File: src/rtl/orl_pkg.sv
// Shared types, command and status codes for the ordered record list.
package orl_pkg;

  localparam int DEPTH_DEFAULT = 32;
  localparam int CW_DEFAULT    = $clog2(DEPTH_DEFAULT + 1);

  localparam logic [2:0] CMD_APPEND = 3'd0;
  localparam logic [2:0] CMD_INSERT = 3'd1;
  localparam logic [2:0] CMD_POP    = 3'd2;
  localparam logic [2:0] CMD_REMOVE = 3'd3;
  localparam logic [2:0] CMD_FIND   = 3'd4;
  localparam logic [2:0] CMD_COUNT  = 3'd5;

  localparam logic [2:0] STS_OK       = 3'd0;
  localparam logic [2:0] STS_FULL     = 3'd1;
  localparam logic [2:0] STS_EMPTY    = 3'd2;
  localparam logic [2:0] STS_BADPOS   = 3'd3;
  localparam logic [2:0] STS_NOTFOUND = 3'd4;

  typedef struct packed {
    logic [2:0]  cmd;
    logic [4:0]  position;
    logic        pop_last;
    logic [31:0] key_in;
    logic [63:0] payload_in;
  } in_item_t;

  typedef struct packed {
    logic [2:0]  status;
    logic [31:0] key_out;
    logic [63:0] payload_out;
    logic [4:0]  found_position;
    logic [5:0]  match_count;
    logic [5:0]  length;
  } out_item_t;

  typedef struct packed {
    logic [31:0] key;
    logic [63:0] payload;
  } rec_t;

  // What every cell does at the next edge.
  typedef enum logic [1:0] {
    CM_HOLD,
    CM_INSERT,
    CM_ROTATE,
    CM_DROP
  } cell_mode_t;

  typedef struct packed {
    cell_mode_t mode;
    rec_t       rec;
  } cell_ctl_t;

endpackage

File: src/rtl/orl_ctrl.sv
// Command sequencer: length, scan walk over the rotating chain, result register.
module orl_ctrl #(
  parameter int DEPTH = orl_pkg::DEPTH_DEFAULT,
  parameter int CW    = orl_pkg::CW_DEFAULT
) (
  input  logic                clk,
  input  logic                rst_n,
  input  logic                in_valid,
  output logic                in_ready,
  input  orl_pkg::in_item_t   in_data,
  output logic                out_valid,
  input  logic                out_ready,
  output orl_pkg::out_item_t  out_data,
  input  orl_pkg::rec_t       head_rec,
  output orl_pkg::cell_ctl_t  cell_ctl,
  output logic [CW-1:0]       cell_pos,
  output logic [CW-1:0]       cell_len
);

  localparam int CMPW = (CW > 5) ? CW : 5;

  typedef enum logic {
    IDLE,
    SCAN
  } state_t;

  state_t             state_r, state_nxt;
  logic [CW-1:0]      count_r, count_nxt;
  orl_pkg::out_item_t out_r, out_nxt;
  logic               out_valid_r, out_valid_nxt;

  logic [2:0]         op_r, op_nxt;
  logic [31:0]        key_r, key_nxt;
  logic [63:0]        pay_r, pay_nxt;
  logic [CW-1:0]      tgt_r, tgt_nxt;
  logic [CW-1:0]      step_r, step_nxt;
  logic [CW-1:0]      total_r, total_nxt;
  logic [CW-1:0]      hits_r, hits_nxt;
  logic [CW-1:0]      first_r, first_nxt;
  logic               any_r, any_nxt;
  orl_pkg::rec_t      pop_r, pop_nxt;

  logic               accept;
  logic [CMPW-1:0]    pos_ext;
  logic [CMPW-1:0]    cnt_ext;
  logic               kmatch;
  logic               pmatch;
  logic               drop;
  logic               hit_inc;
  logic               start_scan;

  always_comb begin
    state_nxt     = state_r;
    count_nxt     = count_r;
    out_nxt       = out_r;
    out_valid_nxt = out_valid_r && !out_ready;
    op_nxt        = op_r;
    key_nxt       = key_r;
    pay_nxt       = pay_r;
    tgt_nxt       = tgt_r;
    step_nxt      = step_r;
    total_nxt     = total_r;
    hits_nxt      = hits_r;
    first_nxt     = first_r;
    any_nxt       = any_r;
    pop_nxt       = pop_r;
    cell_ctl.mode = orl_pkg::CM_HOLD;
    cell_ctl.rec  = '{key: in_data.key_in, payload: in_data.payload_in};
    cell_pos      = count_r;
    cell_len      = count_r;
    in_ready      = (state_r == IDLE) && (!out_valid_r || out_ready);
    accept        = in_valid && in_ready;
    pos_ext       = CMPW'(in_data.position);
    cnt_ext       = CMPW'(count_r);
    kmatch        = (head_rec.key == key_r);
    pmatch        = (head_rec.payload == pay_r);
    drop          = 1'b0;
    hit_inc       = 1'b0;
    start_scan    = 1'b0;

    unique case (state_r)
      IDLE: begin
        if (accept) begin
          out_nxt        = '0;
          out_nxt.status = orl_pkg::STS_OK;
          out_nxt.length = 6'(count_r);
          out_valid_nxt  = 1'b1;
          unique case (in_data.cmd) inside
            orl_pkg::CMD_APPEND, orl_pkg::CMD_INSERT: begin
              if (count_r == CW'(DEPTH)) begin
                out_nxt.status = orl_pkg::STS_FULL;
              end else if (in_data.cmd == orl_pkg::CMD_INSERT && pos_ext > cnt_ext) begin
                out_nxt.status = orl_pkg::STS_BADPOS;
              end else begin
                cell_ctl.mode  = orl_pkg::CM_INSERT;
                cell_pos       = (in_data.cmd == orl_pkg::CMD_APPEND) ? count_r :
                                 CW'(in_data.position);
                count_nxt      = count_r + CW'(1);
                out_nxt.length = 6'(count_nxt);
              end
            end
            orl_pkg::CMD_POP: begin
              if (count_r == '0) begin
                out_nxt.status = orl_pkg::STS_EMPTY;
              end else if (!in_data.pop_last && pos_ext >= cnt_ext) begin
                out_nxt.status = orl_pkg::STS_BADPOS;
              end else begin
                start_scan = 1'b1;
                tgt_nxt    = in_data.pop_last ? (count_r - CW'(1)) :
                             CW'(in_data.position);
              end
            end
            orl_pkg::CMD_REMOVE, orl_pkg::CMD_FIND: begin
              if (count_r == '0) begin
                out_nxt.status = orl_pkg::STS_NOTFOUND;
              end else begin
                start_scan = 1'b1;
              end
            end
            orl_pkg::CMD_COUNT: begin
              start_scan = (count_r != '0);
            end
            default: begin
              out_nxt.status = orl_pkg::STS_OK;
            end
          endcase
          if (start_scan) begin
            // hold the result back until the walk has seen every record
            out_valid_nxt = 1'b0;
            state_nxt     = SCAN;
            op_nxt        = in_data.cmd;
            key_nxt       = in_data.key_in;
            pay_nxt       = in_data.payload_in;
            step_nxt      = '0;
            total_nxt     = count_r;
            hits_nxt      = '0;
            first_nxt     = '0;
            any_nxt       = 1'b0;
          end
        end
      end
      SCAN: begin
        unique case (op_r)
          orl_pkg::CMD_POP:    drop = (step_r == tgt_r);
          orl_pkg::CMD_REMOVE: drop = kmatch && !any_r;
          default:             drop = 1'b0;
        endcase
        unique case (op_r) inside
          orl_pkg::CMD_REMOVE, orl_pkg::CMD_FIND: hit_inc = kmatch;
          orl_pkg::CMD_COUNT:                     hit_inc = pmatch;
          default:                                hit_inc = 1'b0;
        endcase
        cell_ctl.mode = drop ? orl_pkg::CM_DROP : orl_pkg::CM_ROTATE;
        hits_nxt      = hits_r + CW'(hit_inc);
        if (kmatch && !any_r) begin
          first_nxt = step_r;
        end
        any_nxt  = any_r || kmatch;
        step_nxt = step_r + CW'(1);
        if (drop) begin
          count_nxt = count_r - CW'(1);
          pop_nxt   = head_rec;
        end
        if (step_r == total_r - CW'(1)) begin
          state_nxt      = IDLE;
          out_valid_nxt  = 1'b1;
          out_nxt        = '0;
          out_nxt.status = orl_pkg::STS_OK;
          out_nxt.length = 6'(count_nxt);
          unique case (op_r) inside
            orl_pkg::CMD_POP: begin
              out_nxt.key_out     = pop_nxt.key;
              out_nxt.payload_out = pop_nxt.payload;
            end
            orl_pkg::CMD_REMOVE, orl_pkg::CMD_FIND: begin
              if (any_nxt) begin
                out_nxt.found_position = 5'(first_nxt);
                out_nxt.match_count    = 6'(hits_nxt);
              end else begin
                out_nxt.status = orl_pkg::STS_NOTFOUND;
              end
            end
            default: begin
              out_nxt.match_count = 6'(hits_nxt);
            end
          endcase
        end
      end
      default: begin
        state_nxt = IDLE;
      end
    endcase
  end

  always_ff @(posedge clk) begin
    if (!rst_n) begin
      state_r     <= IDLE;
      count_r     <= '0;
      out_valid_r <= 1'b0;
    end else begin
      state_r     <= state_nxt;
      count_r     <= count_nxt;
      out_valid_r <= out_valid_nxt;
      out_r       <= out_nxt;
    end
  end

  always_ff @(posedge clk) begin
    op_r    <= op_nxt;
    key_r   <= key_nxt;
    pay_r   <= pay_nxt;
    tgt_r   <= tgt_nxt;
    step_r  <= step_nxt;
    total_r <= total_nxt;
    hits_r  <= hits_nxt;
    first_r <= first_nxt;
    any_r   <= any_nxt;
    pop_r   <= pop_nxt;
  end

  assign out_valid = out_valid_r;
  assign out_data  = out_r;

  a_count_bound: assert property (@(posedge clk) disable iff (!rst_n)
    count_r <= CW'(DEPTH))
    else $error("record count above depth");

  a_scan_nonempty: assert property (@(posedge clk) disable iff (!rst_n)
    state_r == SCAN |-> count_r != '0)
    else $error("walk running over an empty list");

  a_scan_out_free: assert property (@(posedge clk) disable iff (!rst_n)
    state_r == SCAN |-> !out_valid_r)
    else $error("result register busy during a walk");

  a_scan_step: assert property (@(posedge clk) disable iff (!rst_n)
    state_r == SCAN |-> step_r < total_r)
    else $error("walk ran past the list");

  a_hits_any: assert property (@(posedge clk) disable iff (!rst_n)
    state_r == SCAN && (op_r == orl_pkg::CMD_FIND || op_r == orl_pkg::CMD_REMOVE)
      |-> any_r == (hits_r != '0))
    else $error("match count and first-match flag disagree");

endmodule

File: config.mk
export PLATFORM = sky130hd
export DESIGN_NAME = orl_ctrl
export DESIGN_NICKNAME = d
export VERILOG_FILES = /design/src/rtl/orl_pkg.sv /design/src/rtl/orl_ctrl.sv
export SDC_FILE = /design/constraint.sdc
export NUM_CORES = 1
export LEC_CHECK = 0
export BUFFER_PORTS_ARGS = -buffer_cell sky130_fd_sc_hd__buf_4
export CORE_UTILIZATION = 25
export DETAILED_ROUTE_END_ITERATION = 10
export GPL_ROUTABILITY_DRIVEN = 1
export HOLD_SLACK_MARGIN = 0.02
export PLACE_DENSITY_LB_ADDON = 0.3
export SYNTH_ARGS = -nofsm -noshare
export SYNTH_HDL_FRONTEND = slang
export SYNTH_SLANG_ARGS = --single-unit
File: constraint.sdc
create_clock -name clk -period 19.47 [get_ports clk]
set_input_delay 3.894 -clock clk [delete_from_list [all_inputs] [get_ports clk]]
set_output_delay 3.894 -clock clk [all_outputs]
set_load 0.01 [all_outputs]
==> impl_metrics.xml <==
<?xml version="1.0" encoding="UTF-8"?>
<metrics>
  <group name="run_status">
    <metric name="run_status" unit="">complete, no violations</metric>
  </group>
  <group name="synthesis">
    <metric name="asyncSetResetFlopFracSynth" unit="">0</metric>
    <metric name="fraction_of_the_mapped_netlist_area_in_adder_cells" unit="">0.00960</metric>
    <metric name="post_synthesis_cell_area" unit="um^2">15600</metric>
    <metric name="synthesis.yosys.warnings" unit="">0</metric>
    <metric name="synth_cells" unit="">1269</metric>
    <metric name="synth_compound_gate_area_share" unit="">0.0558</metric>
    <metric name="post-synth-top-area-fraction" unit="">0.655</metric>
    <metric name="flip_flop_and_latch_count_after_synthesis" unit="">349</metric>
    <metric name="yosys.area_share.simple" unit="">0.126</metric>
    <metric name="synth_ff_type" unit="">sky130_fd_sc_hd__edfxtp_1</metric>
    <metric name="synth_top_cell_by_area" unit="">sky130_fd_sc_hd__edfxtp_1</metric>
    <metric name="synth_edf_count" unit="">341</metric>
    <metric name="synthTopCellsByArea" unit="">sky130_fd_sc_hd__edfxtp_1, sky130_fd_sc_hd__nand2_1, sky130_fd_sc_hd__buf_4</metric>
    <metric name="syn-num-nets" unit="">1486</metric>
    <metric name="synth_xor_xnor_area_share" unit="">0.0694</metric>
    <metric name="main_combinational_cell_family_by_area_after_synthesis" unit="">simple AND/OR/NAND/NOR gates</metric>
    <metric name="sequential_share_of_the_synthesized_area" unit="">0.665</metric>
    <metric name="netlist-cell-type-count" unit="">55</metric>
    <metric name="mean_instance_size_in_the_synthesized_netlist" unit="um^2">12.3</metric>
    <metric name="yosys-mux-area-fraction" unit="">0.0104</metric>
  </group>
  <group name="clock_network">
    <metric name="cts.reportedPaths.clkPinSlew" unit="ns">0.06</metric>
    <metric name="ctsLongestPathBuffers" unit="">3</metric>
    <metric name="clock_latency" unit="ns">0.57</metric>
    <metric name="number_of_clock_sinks" unit="">349</metric>
    <metric name="cts_tree" unit="">yes</metric>
    <metric name="cts-root-buf" unit="">sky130_fd_sc_hd__clkbuf_16</metric>
    <metric name="post_cts_resize_count" unit="">0</metric>
    <metric name="cts_inserted_buffers" unit="">43</metric>
    <metric name="cts_hold_repair.buffers" unit="">0</metric>
    <metric name="cts-htree-levels" unit="">2</metric>
    <metric name="cts_post_setup_buffers_inserted" unit="">0</metric>
  </group>
  <group name="final_layout">
    <metric name="layout.cells.most_common_list" unit="">sky130_fd_sc_hd__buf_4, sky130_fd_sc_hd__edfxtp_1, sky130_fd_sc_hd__nand2_1</metric>
    <metric name="areaGrowthSynthToFinish" unit="%">30.7</metric>
    <metric name="finalNonFillerCells" unit="">2489</metric>
    <metric name="layout.cells.most_common" unit="">sky130_fd_sc_hd__buf_4</metric>
    <metric name="num-nets-final" unit="">1831</metric>
    <metric name="fillerInstances" unit="">6217</metric>
    <metric name="drive_above_1_share" unit="">0.311</metric>
  </group>
  <group name="worst_setup_path">
    <metric name="critPathArrivalTime" unit="ns">6.31</metric>
    <metric name="critPathKind" unit="">input port to output port</metric>
    <metric name="cp_data_required_time" unit="ns">15.58</metric>
    <metric name="crit-reg2reg-launch" unit="">total_r[0]</metric>
    <metric name="register_to_register_path_setup_slack" unit="ns">14.98</metric>
    <metric name="timing.rr.end" unit="">out_data[74]</metric>
    <metric name="worstSetupStartpointType" unit="">input port</metric>
    <metric name="critical_path.endpoint_type" unit="">output port</metric>
    <metric name="reg2reg_depth" unit="">6</metric>
    <metric name="maximum_fanout_along_the_worst_path" unit="">6</metric>
  </group>
  <group name="routing">
    <metric name="postRouteAntennaNets" unit="">0</metric>
    <metric name="first_pass_iters" unit="">5</metric>
    <metric name="drcViolationCount" unit="">0</metric>
    <metric name="num_vias" unit="">10768</metric>
    <metric name="route.detailed.vias_per_inst" unit="">4.33</metric>
    <metric name="first_iter_violations" unit="">652</metric>
    <metric name="wl_per_cell" unit="um">19.0</metric>
    <metric name="wl" unit="um">47300</metric>
  </group>
  <group name="placed_design">
    <metric name="numPortBuffers" unit="">432</metric>
    <metric name="gp_routability_congestion" unit="">0.851</metric>
    <metric name="dpl.cell_count" unit="">2406</metric>
    <metric name="place_hpwl" unit="um">33800</metric>
  </group>
  <group name="floorplanning">
    <metric name="core-area" unit="um^2">61700</metric>
    <metric name="num_rows" unit="">91</metric>
    <metric name="die_width" unit="um">252</metric>
    <metric name="initial_utilization" unit="">0.253</metric>
    <metric name="die_h" unit="um">252</metric>
    <metric name="fp.dieArea" unit="um^2">63600</metric>
    <metric name="io_pins" unit="">433</metric>
  </group>
  <group name="run">
    <metric name="max_cap_viol_count" unit="">0</metric>
  </group>
  <group name="power_and_ir_drop">
    <metric name="switching_power" unit="uW">394</metric>
    <metric name="pd_cells" unit="nW/um^2">85.2</metric>
    <metric name="seq_power_share" unit="">0.485</metric>
    <metric name="internal_power" unit="mW">1.35</metric>
    <metric name="power.share.combinational" unit="">0.076</metric>
    <metric name="netSwitchingFraction" unit="">0.227</metric>
    <metric name="worst_ir_drop_vdd" unit="uV">54.1</metric>
    <metric name="power_leakage" unit="nW">8.00</metric>
    <metric name="clock_power_share" unit="">0.440</metric>
  </group>
  <group name="global_route">
    <metric name="first_global_vias" unit="">10815</metric>
    <metric name="grt_max_degree" unit="">69</metric>
    <metric name="grt_antenna_before_repair" unit="">6</metric>
    <metric name="overflow" unit="">0</metric>
    <metric name="grt_use_met2" unit="">0.241</metric>
    <metric name="groute.layer.met1.usage" unit="">0.186</metric>
    <metric name="grt_util_met3" unit="">0.0345</metric>
    <metric name="most_used_routing_layer_in_global_routing" unit="">met2</metric>
    <metric name="groute.usage.overall" unit="">0.145</metric>
    <metric name="global_route_wire_length_before_repair" unit="um">68600</metric>
  </group>
  <group name="timing">
    <metric name="report.final.slew_viol_count" unit="">0</metric>
    <metric name="relSlewSlack" unit="">0.176</metric>
    <metric name="minimum_clock_period" unit="ns">10.21</metric>
    <metric name="grt_setup_unrepaired" unit="">no</metric>
    <metric name="max_slew.worst_pin.slew" unit="ns">1.22</metric>
    <metric name="final_number_of_hold_violating_endpoints" unit="">0</metric>
    <metric name="report.final.setup_viol" unit="">0</metric>
    <metric name="final.period_utilization" unit="">0.524</metric>
    <metric name="max_freq" unit="MHz">98.0</metric>
    <metric name="tns" unit="ns">0</metric>
    <metric name="fin_skew" unit="ns">0.0270</metric>
  </group>
  <group name="worst_hold_path">
    <metric name="timing.hold.worst.start" unit="">pop_r[39]</metric>
    <metric name="hold_path_class" unit="">flip-flop to flip-flop</metric>
    <metric name="holdPathStages" unit="">2</metric>
    <metric name="hold_path_end" unit="">pop_r[39]</metric>
  </group>
</metrics>
==> through the flow <==
step | setup WS [ns] | hold WS [ns] | util | cell area [um^2] | power, mW
after floorplan | 9.49 | 0.498 | - | 15600 | 0.916
after global placement | 9.22 | 0.515 | 0.310 | 19100 | 0.992
after detailed placement | 9.28 | 0.522 | 0.310 | 19100 | 0.993
after CTS | 9.27 | 0.535 | 0.331 | 20400 | 1.77
after global routing | 9.08 | 0.542 | 0.331 | 20400 | 1.80
final | 9.26 | 0.529 | 0.331 | 20400 | 1.74
==> power groups by stage <==
stage,combinational (mW),clock (mW),sequential [mW]
after floorplan,0.0497,0,0.866
after global placement,0.133,0,0.859
after detailed placement,0.134,0,0.859
after CTS,0.135,0.791,0.844
after global routing,0.142,0.819,0.845
final,0.132,0.766,0.844
==> synth_stat cells, drive strengths merged (2+ instances only) <==
| cell type | number |
|---|---|
| xnor2 | 67 |
| o21ai | 8 |
| mux2 | 2 |
| a21oi | 106 |
| and3 | 2 |
| nor2 | 46 |
| nand3b | 4 |
| nor3 | 11 |
| a21boi | 2 |
| nor4 | 15 |
| dfxtp | 8 |
| edfxtp | 341 |
| nand4 | 20 |
| a311o | 2 |
| a21o | 3 |
| and2 | 4 |
| ha | 12 |
| o31ai | 6 |
| o41ai | 2 |
| clkbuf | 30 |
| nand2 | 318 |
| and3b | 2 |
| nor4b | 3 |
| and4 | 3 |
| o211ai | 2 |
| o2111a | 2 |
| inv | 20 |
| or2 | 2 |
| xor2 | 57 |
| mux2i | 14 |
| o21a | 5 |
| nand2b | 6 |
| nor2b | 5 |
| buf | 113 |
| nand3 | 12 |
==> cell type report <==
cell class / instances / area [um^2] / area share
antenna: 3 / 7.51 / 0.000367
clock buffer: 60 / 1160 / 0.0568
clock inverter: 20 / 165 / 0.00808
inverter: 20 / 75.1 / 0.00367
multi-input combinational: 757 / 4260 / 0.208
sequential: 349 / 10400 / 0.509
tap: 837 / 1050 / 0.0512
timing repair buffer: 443 / 3330 / 0.163
==> state kept, by name (all words and copies together) (netlist names), 6 cells and up <==
name,count
out_data,116
pop_r,96
pay_r,64
key_r,32
cell_len,6
hits_r,6
step_r,6
tgt_r,6
total_r,6
==> per-layer routing <==
metal,vias up,share of wire
met1,5301,0.43
li1,5090,-
met4,8,0.022
met2,307,0.49
met3,62,0.057
met5,-,0.0012
==> logic make-up after synthesis <==
logic type      after synthesis
compound gates              148
xor+xnor                    124
fa+ha+maj                    12
buf+inv                     163
flops                       349
mux                          16
simple gates                457
==> worst max-delay path, cell delays in order <==
cell and delay, ns:
sky130_fd_sc_hd__buf_4 0.12, sky130_fd_sc_hd__xnor2_1 0.14, sky130_fd_sc_hd__nand4_1 0.19, sky130_fd_sc_hd__nor4_2 0.76, sky130_fd_sc_hd__and4_1 0.54, sky130_fd_sc_hd__o21ai_0 0.26
sky130_fd_sc_hd__nand2_1 0.25, sky130_fd_sc_hd__buf_4 0.16
==> how the worst max path moves through the flow <==
stage,startpoint,end
floorplan,in_data[97],key_r[0]
global placement,in_data[100],cell_pos[0]
detailed placement,in_data[100],cell_pos[0]
CTS,in_data[100],cell_pos[0]
global route,in_data[100],cell_pos[0]
finish,head_rec[78],cell_ctl[96]
No activity file was read; power rests on OpenSTA's default activity.
