**src/rtl/orl_pkg.sv**
```systemverilog
// Shared types, command and status codes for the ordered record list.
package orl_pkg;

  localparam int DEPTH_DEFAULT = 32;
  localparam int CW_DEFAULT    = $clog2(DEPTH_DEFAULT + 1);

  localparam logic [2:0] CMD_APPEND = 3'd0;
  localparam logic [2:0] CMD_INSERT = 3'd1;
  localparam logic [2:0] CMD_POP    = 3'd2;
  localparam logic [2:0] CMD_REMOVE = 3'd3;
  localparam logic [2:0] CMD_FIND   = 3'd4;
  localparam logic [2:0] CMD_COUNT  = 3'd5;

  localparam logic [2:0] STS_OK       = 3'd0;
  localparam logic [2:0] STS_FULL     = 3'd1;
  localparam logic [2:0] STS_EMPTY    = 3'd2;
  localparam logic [2:0] STS_BADPOS   = 3'd3;
  localparam logic [2:0] STS_NOTFOUND = 3'd4;

  typedef struct packed {
    logic [2:0]  cmd;
    logic [4:0]  position;
    logic        pop_last;
    logic [31:0] key_in;
    logic [63:0] payload_in;
  } in_item_t;

  typedef struct packed {
    logic [2:0]  status;
    logic [31:0] key_out;
    logic [63:0] payload_out;
    logic [4:0]  found_position;
    logic [5:0]  match_count;
    logic [5:0]  length;
  } out_item_t;

  typedef struct packed {
    logic [31:0] key;
    logic [63:0] payload;
  } rec_t;

  // What every cell does at the next edge.
  typedef enum logic [1:0] {
    CM_HOLD,
    CM_INSERT,
    CM_ROTATE,
    CM_DROP
  } cell_mode_t;

  typedef struct packed {
    cell_mode_t mode;
    rec_t       rec;
  } cell_ctl_t;

endpackage

```
**src/rtl/orl_cell.sv**
```systemverilog
// One list slot: holds a record and moves it to or from its neighbors.
module orl_cell #(
  parameter int IDX = 0,
  parameter int CW  = orl_pkg::CW_DEFAULT
) (
  input  logic              clk,
  input  orl_pkg::cell_ctl_t ctl,
  input  logic [CW-1:0]     pos,
  input  logic [CW-1:0]     len,
  input  orl_pkg::rec_t     prev_rec,
  input  orl_pkg::rec_t     next_rec,
  input  orl_pkg::rec_t     head_rec,
  output orl_pkg::rec_t     rec
);

  orl_pkg::rec_t rec_r;
  orl_pkg::rec_t rec_nxt;

  always_comb begin
    rec_nxt = rec_r;
    unique case (ctl.mode)
      orl_pkg::CM_INSERT: begin
        // open a gap at pos: slots above it take from below
        if (CW'(IDX) > pos) begin
          rec_nxt = prev_rec;
        end else if (CW'(IDX) == pos) begin
          rec_nxt = ctl.rec;
        end
      end
      orl_pkg::CM_ROTATE: begin
        // advance toward the head, the head record wraps to the tail
        if (CW'(IDX + 1) < len) begin
          rec_nxt = next_rec;
        end else if (CW'(IDX + 1) == len) begin
          rec_nxt = head_rec;
        end
      end
      orl_pkg::CM_DROP: begin
        rec_nxt = next_rec;
      end
      default: begin
        rec_nxt = rec_r;
      end
    endcase
  end

  always_ff @(posedge clk) begin
    rec_r <= rec_nxt;
  end

  assign rec = rec_r;

endmodule

```
**config.mk**
```make
export PLATFORM = sky130hd
export DESIGN_NAME = orl_cell
export DESIGN_NICKNAME = d
export VERILOG_FILES = /design/src/rtl/orl_pkg.sv /design/src/rtl/orl_cell.sv
export SDC_FILE = /design/constraint.sdc
export NUM_CORES = 1
export LEC_CHECK = 0
export BUFFER_PORTS_ARGS = -buffer_cell sky130_fd_sc_hd__buf_4
export CORE_AREA = 10 10 185 187
export CTS_CLUSTER_DIAMETER = 100
export DETAILED_ROUTE_END_ITERATION = 6
export DIE_AREA = 0 0 195 197
export PLACE_DENSITY_LB_ADDON = 0.2
export SLEW_MARGIN = 20
export SYNTH_ARGS = -nofsm -noshare
export SYNTH_HDL_FRONTEND = slang
export SYNTH_SLANG_ARGS = --single-unit
```
**constraint.sdc**
```tcl
create_clock -name clk -period 4.97 [get_ports clk]
set_input_delay 0 -clock clk [delete_from_list [all_inputs] [get_ports clk]]
set_output_delay 0 -clock clk [all_outputs]
set_load 0.01 [all_outputs]
```
==> impl_results.md, run 1 <==
- Worst endpoint required time: 5.02 ns
- Number of warnings printed during yosys synthesis: 0
- CTS tree: built
- Synthesis-stage register bit count: 96
- H-tree levels: 3
- Final design area excluding fillers: 0.009321 mm^2
- Diode insertion count for antenna repair: 0
- Worst rel slew slack: 39.77%
- TritonCTS Buffers: 9
- Starting DRC count in detailed routing: between 300 and 400
- Hold Path Cell Cnt: 3
- Sink count of the clock tree: 96
- Post-placement setup slack: 1.881 ns
- Sequential Area: 0.002883 mm^2
- Width of the chip: between 150 and 200 um
- Clk Tree Root Cell: sky130_fd_sc_hd__clkbuf_16
- Instance area at placement: 0.008448 mm^2
- DRC violations left: 0
- Total setup violations reported at the end of the flow: 0
- Post-synthesis cell area: 0.005140 mm^2
- Post-synthesis average cell area: 9.311 um^2
- Maximum number of pins on one net before global-route repair: 70
- Static leakage: 3.738 nW
- Peak supply drop: 0.1185 mV
- End-of-flow core utilization: a little under a third
- Setup slack after layout: roughly 2.3 ns
- Power density of the placed cells: 246.4 mW/mm^2
- Library cell appearing most often on the critical path: sky130_fd_sc_hd__buf_4
- First-pass GRT wire length: 39960 um
- Hold violation total from the final report: 0
- Startpoint type of the worst setup path: input pin
- Worst Hold Path EP: rec[77]
- GRT Residual Overflow: 0
- Number of vias after detailed routing: 6076
- Placed wire-length estimate: 20120 um
- Area growth from synthesis to final layout: 81.35%
- Compound-Gate Fraction of Synth Area: 21.28%
- Delay of the slowest cell on the worst path: 1.03 ns
- I/O pin count: 495
- Gate count after technology mapping: 552
- Effective utilization at floorplan: around 17%
- Remaining antenna violation count: 0
- Number of fill cells in the layout: 3262
- Post-DR wirelength/cell: about 20 um
- Count of distinct cell types in the synthesized netlist: 15
- Total of max-cap violations: 0
- Final worst-path cycle share: between 50 and 60%
- Post-CTS Repair Setup Buffers: 0
- Overall die area: 0.03842 mm^2
- Worst-margin pin slew: 0.9034 ns
- Maximum root-to-sink buffer count: 2
- Upper clock frequency limit: 380.2 MHz
- Sort of element at the end of the critical path: flop
- Flip-flop count of the largest register, all copies and words added: 96
- Syn nets: about 950
- Type of the setup path with the least slack: in -> reg
- Number of buffer cells added on primary ports: 398
- Number of iterations in the first detailed-routing pass: 6
- Number of rows created at floorplan: 64
- Part of the Yosys area used for sequential elements: between 50% and 60%
- Synthesized-area fraction occupied by adder cells: 0%
- Main combinational cell family by area after synthesis: compound AO/OA/AOI/OAI gates
- Maximum fanout encountered on the critical timing path: 61
- Most common cell after layout, fill and taps aside: sky130_fd_sc_hd__buf_4
- Fin crit period: 2.630 ns
- Total number of nets in the final design: 1365
- Most frequent cells in the layout: 406 x sky130_fd_sc_hd__buf_4, 97 x sky130_fd_sc_hd__nand3_1, 97 x sky130_fd_sc_hd__nor2_1
- Unrepaired setup endpoints after global routing: no
- Outcome: completed
- Antenna violations before repair: 1
- Basic-gate share of the synthesized area counting and, or, nand and nor cells: 17.31%
- Worst hold start: ctl[77]
- Post-DR vias/cell: 4.445
- Arr. time, crit path: 2.68 ns
- Placeable core region: ~0.030 mm^2
- Hold Crit Class: in -> reg
- Master of the slowest instance on the critical path: sky130_fd_sc_hd__or4_2
- Drt total wl: 27330 um
- Total negative slack for setup checks: 0 ns
- Die Y: slightly below 200 um
- Area occupied by multi-input gates: 0.002011 mm^2
- Clock transition at the register clock pins on the worst setup and hold paths after CTS: 0.07 ns
- Final Max Slew Viols: 0
- Routability Congestion: 0.7344
- GR Util All Layers: 13.35%
- Post-synthesis xor/xnor area fraction: 0%
- Share of cell area taken by muxes after synthesis: 0%
- Share of cells above drive strength 1: 43.77%
- Critical-path cell list: buf_4 -> or4_2 -> o31ai_2 -> nand2_4 -> buf_4
- Vias in the first global route: 6272
==> layout make-up <==
cell class                      count  share of cell area, %
Tap cell                          396                  5.315
Timing Repair Buffer              466                  39.15
Multi-Input combinational cell    393                  21.57
Clock buffer                       13                  2.577
Sequential cell                    96                  30.93
Clock inverter                      3                 0.4564
==> power by group <==
group | internal (W) | leakage, nW | total (W) | switching [W]
Combinational | 0.000315 | 2.66 | 0.000576 | 0.000260
Clock | 0.000392 | 0.134 | 0.000714 | 0.000322
Sequential | 0.000986 | 0.943 | 0.00101 | 0.0000216
==> per-stage QoR <==
stage | total power (W) | instances | hold WS (ns)
final | 0.002297 | 1367 | 0.01686
after global routing | 0.002422 | 1367 | 0.01895
after CTS | 0.002348 | 1367 | 0.002960
after detailed placement | 0.001573 | 1292 | 0.3471
after global placement | 0.001571 | 1292 | 0.3454
after floorplan | 0.001201 | 552 | 0.2493
==> Yosys cell counts, drive strengths merged <==
master,number,area share [%]
o31ai,1,0.24
nand3,97,9.4
edfxtp,96,56
buf,10,1.5
nand2,1,0.073
o21ai,96,9.3
or4,1,0.15
nor2,98,7.2
a31oi,96,12
clkbuf,53,3.9
or2,1,0.12
nor4,2,0.37
==> kinds of logic after synthesis <==
family	after synthesis
buffers and inverters	63
and+or+nand+nor	200
AOI/OAI and AO/OA	193
DFF	96
==> worst max-delay path by stage <==
| stage | startpoint | endpoint | cells after the start |
|---|---|---|---|
| finish | ctl[96] | rec[38] | 5 |
| detailed placement | ctl[96] | rec[20] | 5 |
| CTS | ctl[96] | rec[38] | 5 |
| global route | ctl[96] | rec[38] | 5 |
| global placement | ctl[96] | rec[20] | 5 |
| floorplan | ctl[96] | rec[0] | 6 |
==> routing by layer <==
layer	share of wire, %	GRT usage, %	vias to the layer above
met5	0.048	0	-
met4	1.6	3.959	2
met3	8.0	4.277	29
met2	51	22.93	257
met1	39	15.57	2865
li1	-	-	2923
==> critical path: cells and delay by family <==
family,cells,cell delay [ns]
AND/OR/NAND/NOR,2,1.57
buffers and inverters,2,0.66
AO/OA/AOI/OAI,1,0.40
==> timing repair <==
item                      4_1_cts  5_1_grt
gates resized for setup         0        0
hold endpoints to repair       59        0
hold buffers                   59        0
No activity file was read; power rests on OpenSTA's default activity.
==> inputs of run 2 (changes only) <==
--- a/config.mk
+++ b/config.mk
@@ -6,10 +6,10 @@
 export NUM_CORES = 1
 export LEC_CHECK = 0
 export BUFFER_PORTS_ARGS = -buffer_cell sky130_fd_sc_hd__buf_4
-export CORE_AREA = 10 10 185 187
+export CORE_AREA = 10 10 184 186
 export CTS_CLUSTER_DIAMETER = 100
 export DETAILED_ROUTE_END_ITERATION = 6
-export DIE_AREA = 0 0 195 197
+export DIE_AREA = 0 0 194 196
 export PLACE_DENSITY_LB_ADDON = 0.2
 export SLEW_MARGIN = 20
 export SYNTH_ARGS = -nofsm -noshare
==> constraint.sdc (replaced) <==
create_clock -name clk -period 2.19 [get_ports clk]
set_input_delay 0 -clock clk [delete_from_list [all_inputs] [get_ports clk]]
set_output_delay 0 -clock clk [all_outputs]
set_load 0.01 [all_outputs]
==> impl_results.md, run 2 (same netlist as run 1, synthesis figures left out) <==
- Number of vias after detailed routing: 6046 (-0.49%)
- Master of the slowest instance on the critical path: sky130_fd_sc_hd__or4_2
- Starting DRC count in detailed routing: 277 (-18%)
- Clk Tree Root Cell: sky130_fd_sc_hd__clkbuf_16
- Critical-path cell list: buf_4 -> or4_2 -> o31ai_2 -> nand2_8 -> buf_12
- Placed wire-length estimate: 20610 um (+2.4%)
- Sink count of the clock tree: 96 (unchanged)
- P_int: 0.003746 W (+120%)
- Sort of element at the end of the critical path: flop
- Number of fill cells in the layout: 3222 (-1.2%)
- Number of buffer cells added on primary ports: 398 (unchanged)
- Area occupied by multi-input gates: 0.002017 mm^2 (+0.31%)
- CTS tree: built
- H-tree levels: 3 (unchanged)
- Fin crit period: 1.676 ns
- Startpoint type of the worst setup path: input pin
- Diode insertion count for antenna repair: 0 (unchanged)
- Post-placement setup slack: 0.1620 ns (-1.719 ns)
- CP top delay family: simple AND/OR/NAND/NOR gates
- TritonCTS Buffers: 9 (unchanged)
- Drt total wl: 27860 um (+1.9%)
- Share of cells above drive strength 1: 44.86% (+1.1 points)
- Total negative slack for setup checks: 0 ns (unchanged)
- Total number of nets in the final design: 1357 (-0.59%)
- Worst Hold Path EP: rec[46]
- Type of the setup path with the least slack: in -> reg
- Antenna violations before repair: 0 (-1)
- Hold Path Cell Cnt: 3 (unchanged)
- Final Max Slew Viols: 0 (unchanged)
- GRT Residual Overflow: 0 (unchanged)
- Hold Crit Class: in -> reg
- Area growth from synthesis to final layout: 81.84%
- Power density of the placed cells: 555.0 mW/mm^2 (+130%)
- Post-cts repair resize count: 0 (unchanged)
- Clock group share of total power: 30.4% (-0.7 points)
- Worst-case hold slack: 0.003209 ns (-0.01365 ns)
- Number of iterations in the first detailed-routing pass: 5 (-1)
- NetSw: 0.001441 W (+140%)
- Hold violation total from the final report: 0 (unchanged)
- Reg power frac: 44.1% (+0.2 points)
- Static leakage: 3.746 nW (+0.23%)
- Maximum root-to-sink buffer count: 2 (unchanged)
- Delay of the slowest cell on the worst path: 0.75 ns (-0.28 ns)
- GR Util All Layers: 13.66% (+0.31 points)
- Total of max-cap violations: 0 (unchanged)
- Most common cell after layout, fill and taps aside: sky130_fd_sc_hd__buf_4
- Upper clock frequency limit: 596.8 MHz
- Vias in the first global route: 6255 (-0.27%)
- DRC violations left: 0 (unchanged)
- Post-DR vias/cell: 4.449 (about the same)
- I/O pin count: 495 (unchanged)
- Worst endpoint required time: 2.26 ns (-2.76 ns)
- Placeable core region: 0.03027 mm^2 (-0.53%)
- Number of rows created at floorplan: 64 (unchanged)
- Maximum fanout encountered on the critical timing path: 44 (-28%)
- Post-DR wirelength/cell: 20.50 um (+2.5%)
- Final worst-path cycle share: 76.52%
- Most frequent cells in the layout: 401 x sky130_fd_sc_hd__buf_4, 97 x sky130_fd_sc_hd__nand3_1, 97 x sky130_fd_sc_hd__nor2_1
- First-pass GRT wire length: 40460 um (+1.2%)
- Die Y: 196 um (-0.51%)
- Peak supply drop: 0.2955 mV (+150%)
- Outcome: completed
- Routability Congestion: 0.7937 (+8.1%)
- Setup slack after layout: 0.5143 ns (-1.826 ns)
- Total setup violations reported at the end of the flow: 0 (unchanged)
- Worst rel slew slack: 62.98% (+23 points)
- Effective utilization at floorplan: 16.98% (+0.089 points)
- Arr. time, crit path: 1.74 ns (-0.94 ns)
- Instance area at placement: 0.008597 mm^2 (+1.8%)
- Unrepaired setup endpoints after global routing: no
- Logic pwr share: 25.5% (+0.4 points)
- Maximum number of pins on one net before global-route repair: 71 (+1.4%)
- Worst hold start: ctl[46]
- Width of the chip: 194 um (-0.51%)
- Worst-margin pin slew: 0.5553 ns (-0.3481 ns)
- Flip-flop count of the largest register, all copies and words added: 96 (unchanged)
- Sum of buffers and inverters on the critical path: 2 (unchanged)
- Overall die area: 0.03802 mm^2 (-1.0%)
- Clock transition at the register clock pins on the worst setup and hold paths after CTS: 0.08 ns (about the same)
- Net switching fraction of the power: 27.78% (+1.5 points)
- Remaining antenna violation count: 0 (unchanged)
- Final design area excluding fillers: 0.009346 mm^2 (+0.27%)
- Sequential Area: 0.002883 mm^2 (unchanged)
run 2: cell count changes in the layout (fill, tap and decap cells not counted), sizes merged:
cell / delta
buf: +4
bufinv: -1
clkbuf: -4
clkinv: +2
dlygate4sd3: -12
inv: +3
run 2: through the flow:
step	power (W)	instances	utilization, %
floorplan	0.002721	552	-
global placement	0.003597	1296	28.40
detailed placement	0.003602	1296	28.40
CTS	0.005296	1359	30.88
global route	0.005475	1359	30.88
finish	0.005187	1359	30.88
run 2: how the worst max path moves through the flow:
stage / start / depth (start not counted) / slack (ns) / end
floorplan: ctl[96] / 6 / 0.11 / rec[0]
global placement: ctl[96] / 5 / 0.18 / rec[10]
detailed placement: ctl[96] / 5 / 0.16 / rec[10]
CTS: ctl[96] / 5 / 0.54 / rec[70]
global route: ctl[96] / 5 / 0.48 / rec[64]
finish: ctl[96] / 5 / 0.51 / rec[17]
run 2: power groups by stage:
stage	combinational (W)	clock [W]	sequential, W
4_1_cts	0.00134	0.00166	0.00229
3_5_place_dp	0.00127	0	0.00233
5_1_grt	0.00142	0.00174	0.00231
3_3_place_gp	0.00127	0	0.00233
6_report	0.00132	0.00158	0.00229
2_1_floorplan	0.000300	0	0.00242
run 2: layer usage:
metal	wire length [um]	share of wire, %	up-vias	global-route usage [%]
met4	431	1.5	0	3.448
met1	11450	41	2894	16.30
met5	0	0	-	0
met3	1930	6.9	21	4.058
li1	-	-	2901	-
met2	14050	50	230	23.49
run 2: final cells by class:
cell class,count,share of cell area [%]
multi-input cells,393,21.58
clock buffers,9,2.410
clock inverters,7,0.5756
repair buffers,458,39.29
flip-flops and latches,96,30.84
well taps,396,5.301
run 2: repair_timing:
| item | in CTS | in global routing |
|---|---|---|
| hold endpoints to repair | 47 | 0 |
| hold buffers | 47 | 0 |
| buffers inserted | 0 | 0 |
==> inputs of run 3 (changes only) <==
--- a/config.mk
+++ b/config.mk
@@ -5,11 +5,12 @@
 export SDC_FILE = /design/constraint.sdc
 export NUM_CORES = 1
 export LEC_CHECK = 0
+export ABC_AREA = 1
 export BUFFER_PORTS_ARGS = -buffer_cell sky130_fd_sc_hd__buf_4
-export CORE_AREA = 10 10 184 186
+export CORE_AREA = 10 10 183 185
 export CTS_CLUSTER_DIAMETER = 100
 export DETAILED_ROUTE_END_ITERATION = 6
-export DIE_AREA = 0 0 194 196
+export DIE_AREA = 0 0 193 195
 export PLACE_DENSITY_LB_ADDON = 0.2
 export SLEW_MARGIN = 20
 export SYNTH_ARGS = -nofsm -noshare
==> constraint.sdc (replaced) <==
create_clock -name clk -period 1.46 [get_ports clk]
set_input_delay 0 -clock clk [delete_from_list [all_inputs] [get_ports clk]]
set_output_delay 0 -clock clk [all_outputs]
set_load 0.01 [all_outputs]
==> impl_results.md, run 3 <==
- Routability Congestion: 0.8617 (+8.6%)
- Post-DR wirelength/cell: 17.50 um (-15%)
- Outcome: completed
- Number of warnings printed during yosys synthesis: 0 (unchanged)
- Worst rel slew slack: 76.23% (+13 points)
- CTS tree: built
- Number of buffer cells added on primary ports: 398 (unchanged)
- Number of fill cells in the layout: 3277 (+1.7%)
- Post-synthesis cell area: 0.006998 mm^2 (+36%)
- P_int: 0.006111 W (+63%)
- DRC violations left: 0 (unchanged)
- Startpoint type of the worst setup path: input pin
- Most frequent cells in the layout: 424 x sky130_fd_sc_hd__buf_4, 290 x sky130_fd_sc_hd__nand2_1, 288 x sky130_fd_sc_hd__inv_1
- Post-synthesis average cell area: 6.697 um^2 (-28%)
- Final Max Slew Viols: 0 (unchanged)
- Worst-margin pin slew: 0.3565 ns (-0.1988 ns)
- Overall die area: 0.03764 mm^2 (-1.0%)
- Fin crit period: 1.018 ns
- Clk Tree Root Cell: sky130_fd_sc_hd__clkbuf_16
- Static leakage: 6.027 nW (+61%)
- Post-CTS Repair Setup Buffers: 0 (unchanged)
- Maximum fanout encountered on the critical timing path: 21 (-52%)
- Number of placed instances with taps included: 1811 (+40%)
- Total number of nets in the final design: 1833 (+35%)
- Final design area excluding fillers: 0.01111 mm^2 (+19%)
- Number of standard cells in the layout, taps in and fillers out: 1835 (+35%)
- Arr. time, crit path: 1.11 ns (-0.63 ns)
- Starting DRC count in detailed routing: 270 (-2.5%)
- Syn nets: 1444 (+52%)
- Clock group share of total power: 28.3% (-2.1 points)
- Width of the chip: 193 um (-0.52%)
- Number of iterations in the first detailed-routing pass: 5 (unchanged)
- Sort of element at the end of the critical path: flop
- Top area cells in the synthesized netlist: sky130_fd_sc_hd__edfxtp_1 41%, sky130_fd_sc_hd__nand2_1 16%, sky130_fd_sc_hd__inv_1 15%, sky130_fd_sc_hd__nand4_1 8.6%, sky130_fd_sc_hd__nand3_1 6.9%
- Clock transition at the register clock pins on the worst setup and hold paths after CTS: 0.08 ns (about the same)
- Reg power frac: 41.2% (-2.9 points)
- TritonCTS Buffers: 9 (unchanged)
- Die Y: 195 um (-0.51%)
- Placeable core region: 0.03003 mm^2 (-0.79%)
- Flip-flop cell with the highest count after synthesis: sky130_fd_sc_hd__edfxtp_1
- Post-cts repair resize count: 0 (unchanged)
- Power Total: 0.008619 W (+66%)
- NetSw: 0.002508 W (+74%)
- Count of distinct cell types in the synthesized netlist: 17 (+2)
- H-tree levels: 3 (unchanged)
- Yosys top cell by area: sky130_fd_sc_hd__edfxtp_1
- Most common cell after layout, fill and taps aside: sky130_fd_sc_hd__buf_4
- Antenna violations before repair: 1 (+1)
- Synthesis-stage register bit count: 96 (unchanged)
- Hold violation total from the final report: 0 (unchanged)
- I/O pin count: 495 (unchanged)
- Sink count of the clock tree: 96 (unchanged)
- Hold Crit Class: in -> reg
- Total setup violations reported at the end of the flow: 0 (unchanged)
- Maximum root-to-sink buffer count: 2 (unchanged)
- Placed wire-length estimate: 24450 um (+19%)
- Share of Yosys cell area claimed by the top area cell type: 41.19% (-15 points)
- Peak supply drop: 0.6466 mV (+120%)
- Number of vias after detailed routing: 8036 (+33%)
- Type of the setup path with the least slack: in -> reg
- Total of max-cap violations: 0 (unchanged)
- End-of-flow core utilization: 36.98% (+6.1 points)
- Total negative slack for setup checks: 0 ns (unchanged)
- Part of the Yosys area used for sequential elements: 41.19% (-15 points)
- First-pass GRT wire length: 47550 um (+18%)
- Maximum number of pins on one net before global-route repair: 54 (-24%)
- Drt total wl: 32110 um (+15%)
- Gate count after technology mapping: 1045 (+89%)
- Share of cells above drive strength 1: 32.11% (-13 points)
- Worst endpoint required time: 1.55 ns (-0.71 ns)
- Number of flops mapped to enable cells by yosys: 96 (unchanged)
- GR Util All Layers: 16.17% (+2.5 points)
- Vias in the first global route: 8264 (+32%)
- Most common cell in the synthesized netlist: sky130_fd_sc_hd__nand2_1
- Net switching fraction of the power: 29.10% (+1.3 points)
- Logic pwr share: 30.5% (+5.0 points)
- Proportion of register bits with asynchronous set or reset after synthesis: 0% (unchanged)
- GRT Residual Overflow: 0 (unchanged)
- Flip-flop count of the largest register, all copies and words added: 96 (unchanged)
- Final worst-path cycle share: 69.76%
- Effective utilization at floorplan: 23.30% (+6.3 points)
- Instance area at placement: 0.01074 mm^2 (+25%)
- Upper clock frequency limit: ~980 MHz
- Area growth from synthesis to final layout: 58.70%
- Post-DR vias/cell: 4.379 (-1.6%)
- Hold buffer count at cts: 8 (-83%)
- Diode insertion count for antenna repair: 0 (unchanged)
- Top cells by instance count after synthesis: 292 x sky130_fd_sc_hd__nand2_1, 288 x sky130_fd_sc_hd__inv_1, 96 x sky130_fd_sc_hd__edfxtp_1, 96 x sky130_fd_sc_hd__nand3_1, 96 x sky130_fd_sc_hd__nand4_1
- Number of rows created at floorplan: 64 (unchanged)
- Unrepaired setup endpoints after global routing: no
- Remaining antenna violation count: 0 (unchanged)
- Power density of the placed cells: 776.1 mW/mm^2 (+40%)
[run 3: cell count changes in the layout (fill, tap and decap cells not counted), moves of 7 or more]
cell	delta
sky130_fd_sc_hd__nand4_1	+96
sky130_fd_sc_hd__dlygate4sd3_1	-39
sky130_fd_sc_hd__buf_4	+23
sky130_fd_sc_hd__inv_1	+288
sky130_fd_sc_hd__nor2_1	-94
sky130_fd_sc_hd__a31oi_1	-96
sky130_fd_sc_hd__nand2_1	+290
sky130_fd_sc_hd__buf_12	+7
[run 3: stage by stage]
step / hold slack (ns) / worst slack (ns)
6_report: 0.01369 / 0.4415
3_3_place_gp: 0.3635 / 0.06409
2_1_floorplan: 0.2718 / -0.001628
4_1_cts: 0.0008283 / 0.4220
5_1_grt: 0.01189 / 0.3844
3_5_place_dp: 0.3688 / 0.04876
[run 3: worst paths after layout]
kind / startpoint / to / slack [ns] / depth (start not counted)
max: len[5] / rec[84] / 0.44 / 6
min: ctl[49] / rec[49] / 0.01 / 5
[run 3: kinds of logic (layout without fill, tap and decap cells)]
family | after synthesis | in the layout | share of synthesized area, %
AOI/OAI and AO/OA | 98 | 98 | 7.045
buffers and inverters | 360 | 754 | 20.01
and+or+nand+nor | 491 | 491 | 31.75
DFF | 96 | 96 | 41.19
[run 3: routing by layer]
metal	wire [um]	global-route usage, %
met4	555	4.161
met2	15220	27.37
met5	18	0
met1	12520	17.95
met3	3793	7.324
[run 3: power groups by stage]
stage                     logic, W  clock network (W)  registers [W]
after floorplan           0.000805                  0        0.00381
after global placement     0.00266                  0        0.00361
after detailed placement   0.00265                  0        0.00362
after CTS                  0.00268            0.00254        0.00356
after global routing       0.00290            0.00266        0.00359
final                      0.00263            0.00244        0.00355
[run 3: final cells by class]
cell class | instances | area (um^2) | share of cell area [%]
tap | 396 | 495.5 | 4.461
sequential | 96 | 2883 | 25.96
inverter | 290 | 1091 | 9.824
clock inverter | 5 | 57.56 | 0.5182
multi-input combinational | 589 | 2763 | 24.88
timing repair buffer | 448 | 3583 | 32.27
clock buffer | 11 | 232.7 | 2.096
[run 3: worst max-delay path, cell delays in order]
cell and delay [ns]:
sky130_fd_sc_hd__buf_4 0.13, sky130_fd_sc_hd__nor2_4 0.18, sky130_fd_sc_hd__nand3_4 0.15, sky130_fd_sc_hd__o21ai_4 0.23, sky130_fd_sc_hd__nand2_8 0.17, sky130_fd_sc_hd__buf_12 0.21
